===== src/rtl/core/ecol_pkg.sv =====
package ecol_pkg;

   // packed input item, first field in the lowest bits
   localparam int REQ_W = 352;

   localparam int LANES   = 4;
   localparam int LANE_1X = 0;
   localparam int LANE_1Y = 1;
   localparam int LANE_2X = 2;
   localparam int LANE_2Y = 3;

   // quotient bound: |delta| < 2^34 for every overlapping pair
   localparam int QUO_W        = 34;
   localparam int DEN_W        = 81;
   localparam int REM_W        = DEN_W;
   localparam int NUM_W        = REM_W + QUO_W;
   localparam int DIV_STEPS    = QUO_W;
   localparam int FRONT_STAGES = 9;

   typedef struct packed {
      logic [1:0]         pad;
      logic [30:0]        second_radius;
      logic [15:0]        second_mass;
      logic signed [31:0] second_vel_y;
      logic signed [31:0] second_vel_x;
      logic signed [31:0] second_pos_y;
      logic signed [31:0] second_pos_x;
      logic [30:0]        first_radius;
      logic [15:0]        first_mass;
      logic signed [31:0] first_vel_y;
      logic signed [31:0] first_vel_x;
      logic signed [31:0] first_pos_y;
      logic signed [31:0] first_pos_x;
   } ecol_req_type;

   typedef struct packed {
      logic               coincident;
      logic               collided;
      logic signed [31:0] new_second_vel_y;
      logic signed [31:0] new_second_vel_x;
      logic signed [31:0] new_first_vel_y;
      logic signed [31:0] new_first_vel_x;
   } ecol_rsp_type;

   // per-item control and pass-through velocities
   typedef struct packed {
      logic               hit;
      logic               coin;
      logic               sgn_x;
      logic               sgn_y;
      logic signed [31:0] v1x;
      logic signed [31:0] v1y;
      logic signed [31:0] v2x;
      logic signed [31:0] v2y;
   } ecol_side_type;

endpackage


===== src/rtl/core/ecol_back.sv =====
module ecol_back (
   input  logic                                                clock,
   input  logic                                                reset,
   input  logic                                                en,
   input  logic                                                valid_i,
   input  logic [ecol_pkg::LANES-1:0][ecol_pkg::QUO_W-1:0]     quo_i,
   input  ecol_pkg::ecol_side_type                             side_i,
   output logic                                                valid_o,
   output ecol_pkg::ecol_rsp_type                              rsp_o
);

   localparam int DLT_W = ecol_pkg::QUO_W + 1;
   localparam int SUM_W = DLT_W + 1;

   function automatic logic signed [31:0] sat32(logic signed [SUM_W-1:0] s);
      logic [SUM_W-32:0] top;
      top = s[SUM_W-1:31];
      if (top == '0 || top == '1) begin
         return s[31:0];
      end else if (s[SUM_W-1]) begin
         return 32'sh8000_0000;
      end else begin
         return 32'sh7fff_ffff;
      end
   endfunction

   function automatic logic signed [SUM_W-1:0] ext_v(logic signed [31:0] v);
      return $signed({{(SUM_W-32){v[31]}}, v});
   endfunction

   function automatic logic signed [SUM_W-1:0] ext_d(logic signed [DLT_W-1:0] d);
      return $signed({d[DLT_W-1], d});
   endfunction

   logic [1:0]                       val_ff;
   logic signed [DLT_W-1:0]          dlt_ff [ecol_pkg::LANES];
   logic signed [DLT_W-1:0]          dlt_in [ecol_pkg::LANES];
   ecol_pkg::ecol_side_type          side_ff;
   ecol_pkg::ecol_rsp_type           rsp_ff, rsp_in;
   logic signed [SUM_W-1:0]          s1x_w, s1y_w, s2x_w, s2y_w;

   // apply the sign of dot product times the distance component
   always_comb begin
      logic                    neg;
      logic signed [DLT_W-1:0] mag;
      for (int l = 0; l < ecol_pkg::LANES; l++) begin
         neg = (l == ecol_pkg::LANE_1X || l == ecol_pkg::LANE_2X) ?
               side_i.sgn_x : side_i.sgn_y;
         mag = $signed({1'b0, quo_i[l]});
         dlt_in[l] = neg ? -mag : mag;
      end
   end

   assign s1x_w = ext_v(side_ff.v1x) - ext_d(dlt_ff[ecol_pkg::LANE_1X]);
   assign s1y_w = ext_v(side_ff.v1y) - ext_d(dlt_ff[ecol_pkg::LANE_1Y]);
   assign s2x_w = ext_v(side_ff.v2x) + ext_d(dlt_ff[ecol_pkg::LANE_2X]);
   assign s2y_w = ext_v(side_ff.v2y) + ext_d(dlt_ff[ecol_pkg::LANE_2Y]);

   always_comb begin
      rsp_in.coincident       = side_ff.coin;
      rsp_in.collided         = side_ff.hit;
      rsp_in.new_first_vel_x  = side_ff.hit ? sat32(s1x_w) : side_ff.v1x;
      rsp_in.new_first_vel_y  = side_ff.hit ? sat32(s1y_w) : side_ff.v1y;
      rsp_in.new_second_vel_x = side_ff.hit ? sat32(s2x_w) : side_ff.v2x;
      rsp_in.new_second_vel_y = side_ff.hit ? sat32(s2y_w) : side_ff.v2y;
   end

   always_ff @(posedge clock) begin
      if (reset) begin
         val_ff <= '0;
      end else if (en) begin
         val_ff <= {val_ff[0], valid_i};
      end
   end

   always_ff @(posedge clock) begin
      if (en) begin
         dlt_ff  <= dlt_in;
         side_ff <= side_i;
         rsp_ff  <= rsp_in;
      end
   end

   assign valid_o = val_ff[1];
   assign rsp_o   = rsp_ff;

endmodule

===== config.mk =====
export PLATFORM = sky130hd
export DESIGN_NAME = ecol_back
export DESIGN_NICKNAME = d
export VERILOG_FILES = /design/src/rtl/core/ecol_pkg.sv /design/src/rtl/core/ecol_back.sv
export SDC_FILE = /design/constraint.sdc
export NUM_CORES = 1
export LEC_CHECK = 0
export BUFFER_PORTS_ARGS = -buffer_cell sky130_fd_sc_hd__buf_2
export CAP_MARGIN = 20
export CORE_MARGIN = 2
export CORE_UTILIZATION = 25
export CTS_BUF_LIST = sky130_fd_sc_hd__clkbuf_4 sky130_fd_sc_hd__clkbuf_8
export CTS_CLUSTER_SIZE = 28
export DETAILED_ROUTE_END_ITERATION = 7
export PLACE_DENSITY = 0.43
export SKIP_LAST_GASP = 1
export SYNTH_ARGS = -nofsm -noshare
export SYNTH_HDL_FRONTEND = slang
export SYNTH_SLANG_ARGS = --single-unit

===== constraint.sdc =====
create_clock -name clock -period 8.05 [get_ports clock]
set_input_delay 0.4025 -clock clock [delete_from_list [all_inputs] [get_ports clock]]
set_output_delay 0.4025 -clock clock [all_outputs]
set_load 0.005 [all_outputs]

# After elaboration in Yosys (flattened, before gate mapping)
# Cells that the tools add are included.
word_totals:
  in_bits: 272
  wordCells: 57
  mem_bits_rw: 0
  register_bits: 402
  output_inout_bits: 131
  latchBits: 0
  memories: 0
  rom_bits: 0
classes:
  mux: 16
  bitwise_logic: 0
  n_lt_le_gt_ge: 0
  n_reduce_logical: 8
  n_eq_ne: 4
  n_shift: 0
  n_addsub: 8
  multipliers: 0
  div_mod_pow: 0
op_table:
  columns: ["operator", "count"]
  rows:
  - ["32-bit 2-to-1 mux", 12]
  - ["34-bit negator with 35-bit output", 4]
  - ["34-bit 2-to-1 mux", 4]
  - ["32-bit by 35-bit adder with 36-bit output", 2]
  - ["32-bit by 35-bit subtractor with 36-bit output", 2]
  - ["5-bit == test, second input constant", 4]
  - ["5-bit zero test", 4]
  - ["1-bit logical OR", 4]

# Logic depth before layout (Yosys ltp)
logic_depth:
  ltp_word: 5
  ltp_mapped: 14
  depth_no_buf: 12

# Worst setup path after synthesis
# No wires, ideal clock.
synth_timing:
  path_type: "register to register"
  startpoint: "register side_ff[32] (netlist name)"
  endpoint: "register rsp_ff (netlist bit rsp_o[65]), data pin"
  stages_incl_launch_ff: 13
  arrival_time_ns: 3.428
  setup_time_ns: 0.261
  t_required_ns: 7.789
  path_buffers: 1
  setup_slack_ns: 4.361
  path_cell_list: "edfxtp_1 ha_1 fa_1 a211oi_1 nor2_1 a211oi_1 a311oi_1 a221o_1 a21oi_1 xnor2_1 o41a_1 clkbuf_1 a221o_1"
synth_lines:
  columns: ["element", "line", "text"]
  rows:
  - ["from (decl)", "ecol_back.sv:38", "ecol_pkg::ecol_side_type side_ff;"]
  - ["from (signal assigned)", "ecol_back.sv:79", "side_ff <= side_i;"]
  - ["to (signal assigned)", "ecol_back.sv:80", "rsp_ff <= rsp_in;"]
  - ["to (decl)", "ecol_back.sv:39", "ecol_pkg::ecol_rsp_type rsp_ff, rsp_in;"]

==> results.md <==
- Pins Over Slew Limit: 0
- Area share of the largest cell type after synthesis: 49.2%
- Synthesis-to-layout area growth: 31.1%
- Synth area leader: edfxtp_1
- GRT Util Overall: between 10% and 20%
- EDFF count, synth: 400
- Setup TNS: 0 ns
- Layout cells sized above 1: 19.4%
- Core Area: about 97000 um2
- Leak: approximately 13 nW
- M1 GR Usage: between 20% and 30%
- Fmax: about 220 MHz
- Final setup vio count: 0
- Status: finished clean
- Number of detailed-route iterations in the first pass: 7
- Maximum VDD drop: between 0.1 and 0.15 mV
- Adder-cell share of the synthesized area: approximately 7.7%
- Avg WL per Cell: 18.6 um
- H-tree lvl count: 3
- Synthesized area: 24400 um2
- Register area share after synthesis: 49.4%
- Met2 Usage GRT: between 20 and 30%
- Largest family of logic cells by synthesized area: compound AO/OA/AOI/OAI gates
- PD cells: around 220 nW/um2
- Mean Syn Cell Area: between 10 and 15 um2
- Initial Util: 25.2%
- R2r startpoint: side_ff[32]
- Routed vias: a little over 20000
- Fin crit share: a little under three fifths
- CTS max path bufs: 3
- Vias in the first global route: ~21000
- Io pins: about 400
- Data required, critical path: about 8.5 ns
- Hold Startpoint: quo_i[59]
- Die X-Extent: about 320 um
- Dpl cells: a little under 4000
- Antenna viol nets, final: 0
- Die ar.: 100000 um2
- Total Wirelength: approximately 79000 um
- Root buf cell: clkbuf_8
- Dpl hpwl: roughly 59000 um
- Post-CTS sizing: 0
- RSZ-0062 raised after global routing: false
- CTS buffer count: 80
- Clock latency on the worst-skew pair: 0.72 ns
- Ys async rst share: 0%
- Worst Skew: just over 0.05 ns
- GR Util met3: approximately 2.7%
- Type of the worst setup path: register to register
- Mux cell area share after synthesis: 0.123%
- Clk slew on worst S/H paths: about 0.06 ns
- Post-synth top flop: edfxtp_1
- TritonCTS clock tree: done
- Yosys Warn Count: 0
- Port Buffers: about 400
- Crit-path max FO: 21
- Residual DRC: 0
- Arr. time, crit path: approximately 4.9 ns
- Total Nets Final: 3336
- Worst-Margin Slew: around 1.1 ns
- Post-Synth Simple-Gate Area: about a tenth
- Slew Limit Headroom: approximately a quarter
- Largest net degree at the start of global routing: 156
- Gr ovfl total: 0
- Worst min-delay path class: primary input to register
- Crit path from: side_ff[32]
- Syn Inst Count: around 2300
- Crit start category: register
- First-pass GRT wire length: ~120000 um
- Min Tclk post-route: 4.47 ns
- Hold_ws: ~0.096 ns
- GRT Max-Usage Layer: met2
- Final Hold Viols: 0
- Final Wtd Congestion: between 0.8 and 0.9
- Count of different cell masters after synthesis: 73
- Post-synthesis compound-gate area fraction: between 20 and 25%
- Num Clock Sinks: 402
- Crit path capture type: register
- Syn nets: 2674
- Synth Area in XOR/XNOR: under 10%
- 1st-iter DRT viols: about 1500
- Vias per cell: about 4.9
- FF+latch count, synth: ~400
- Synth area leaders: edfxtp_1 49%, ha_1 7.4%, xnor2_1 6.7%
- Finished Layout Cells: around 4300
- Initial antenna violation count: 6
- Number of max-cap violations: 0
- Rows: about 110
- Die Y: between 300 and 400 um
synthesized netlist by cell type (all sizes together), types with 10 or more instances:
cell type,instances
o211ai,21
nor4,11
o221ai,42
a21oi,143
o21a,22
ha,144
nand4,29
a31oi,18
or4,23
and3,11
or2,10
a211oi,25
o31ai,47
edfxtp,400
a221o,63
o21ai,135
a21o,46
nor2,124
nor3,37
o41ai,19
clkbuf,84
xor2,58
nand2,165
xnor2,187
nand3,36
a21boi,13
o21bai,18
o311ai,10
inv,155
or3,25
nand2b,20
through the flow:
step	power, W	worst slack [ns]	util (%)	instance area (um2)
after floorplan	0.00403	4.36	-	24400
after global placement	0.00477	3.67	28.8	27900
after global routing	0.00742	3.26	33.1	32000
after detailed placement	0.00477	3.54	28.8	27900
final	0.00700	3.58	33.1	32000
after CTS	0.00712	3.53	33.0	31900
layout make-up:
type | count | area (um2)
repair buffers | 666 | 4660
flip-flops and latches | 402 | 12100
inverters | 155 | 584
well taps | 1276 | 1600
diodes | 5 | 12.5
multi-input cells | 1611 | 11500
clock inverters | 26 | 231
fillers | 9903 | 64700
clock buffers | 113 | 1380
layout by cell type, fill, tap and decap left out, types with 25 or more instances in the layout:
master           n
o31ai_1         47
inv_1          154
nand2_1        165
buf_2          401
nand3_1         36
xnor2_1        187
nor2_1         124
xor2_1          58
a21o_1          46
a21oi_1        143
ha_1           144
a221o_1         63
o21ai_0        131
dlygate4sd3_1  248
o221ai_1        42
clkbuf_4        28
edfxtp_1       400
a211oi_1        25
nor3_1          37
clkbuf_8        85
nand4_1         29
report_power, final:
| group | internal (W) | switching (W) |
|---|---|---|
| logic | 0.000872 | 0.00120 |
| registers | 0.00264 | 0.000124 |
| clock network | 0.00123 | 0.000939 |
worst paths after layout:
| check | to | slack (ns) | cells past startpoint |
|---|---|---|---|
| worst max-delay path | rsp_o[75] | 3.58 | 12 |
| worst min register to register | rsp_o[129] | 0.43 | 0 |
| worst max register to register | rsp_o[75] | 3.58 | 12 |
| worst min-delay path | dlt_ff[95] | 0.1 | 2 |
registers in the layout, summed over array words and instances (netlist names):
register  cells
dlt_ff      140
rsp_o       130
side_ff     128
rsp_in        2
val_ff        2
worst max-delay path: stages, from the launching register on:
cell	delay [ns]
edfxtp_1	0.38
ha_1	0.24
fa_1	0.43
a211oi_1	0.24
nor2_1	0.14
a211oi_1	0.49
a311oi_1	0.28
a221o_1	0.44
a21oi_1	0.22
xnor2_1	0.11
o41a_1	0.62
buf_4	0.32
a221o_1	0.30
cell families (layout without fill, tap and decap cells):
group	after synthesis	count (layout)
AO/OA/AOI/OAI	697	697
AND/OR/NAND/NOR	518	518
flip-flops	402	402
XOR/XNOR	245	245
buffers and inverters	241	960
adder cells (fa/ha/maj)	148	148
multiplexers	3	3
other	0	5
layer usage:
metal / vias up / routed length [um]
met5: - / 0
li1: 9970 / -
met3: 135 / 3930
met4: 0 / 2020
met1: 10024 / 35500
met2: 571 / 37800
what timing repair did:
action,CTS,global route
hold buffers,248,0
hold endpoints to repair,252,0
buffers inserted,0,0
Power figures use the tool's default switching activity.
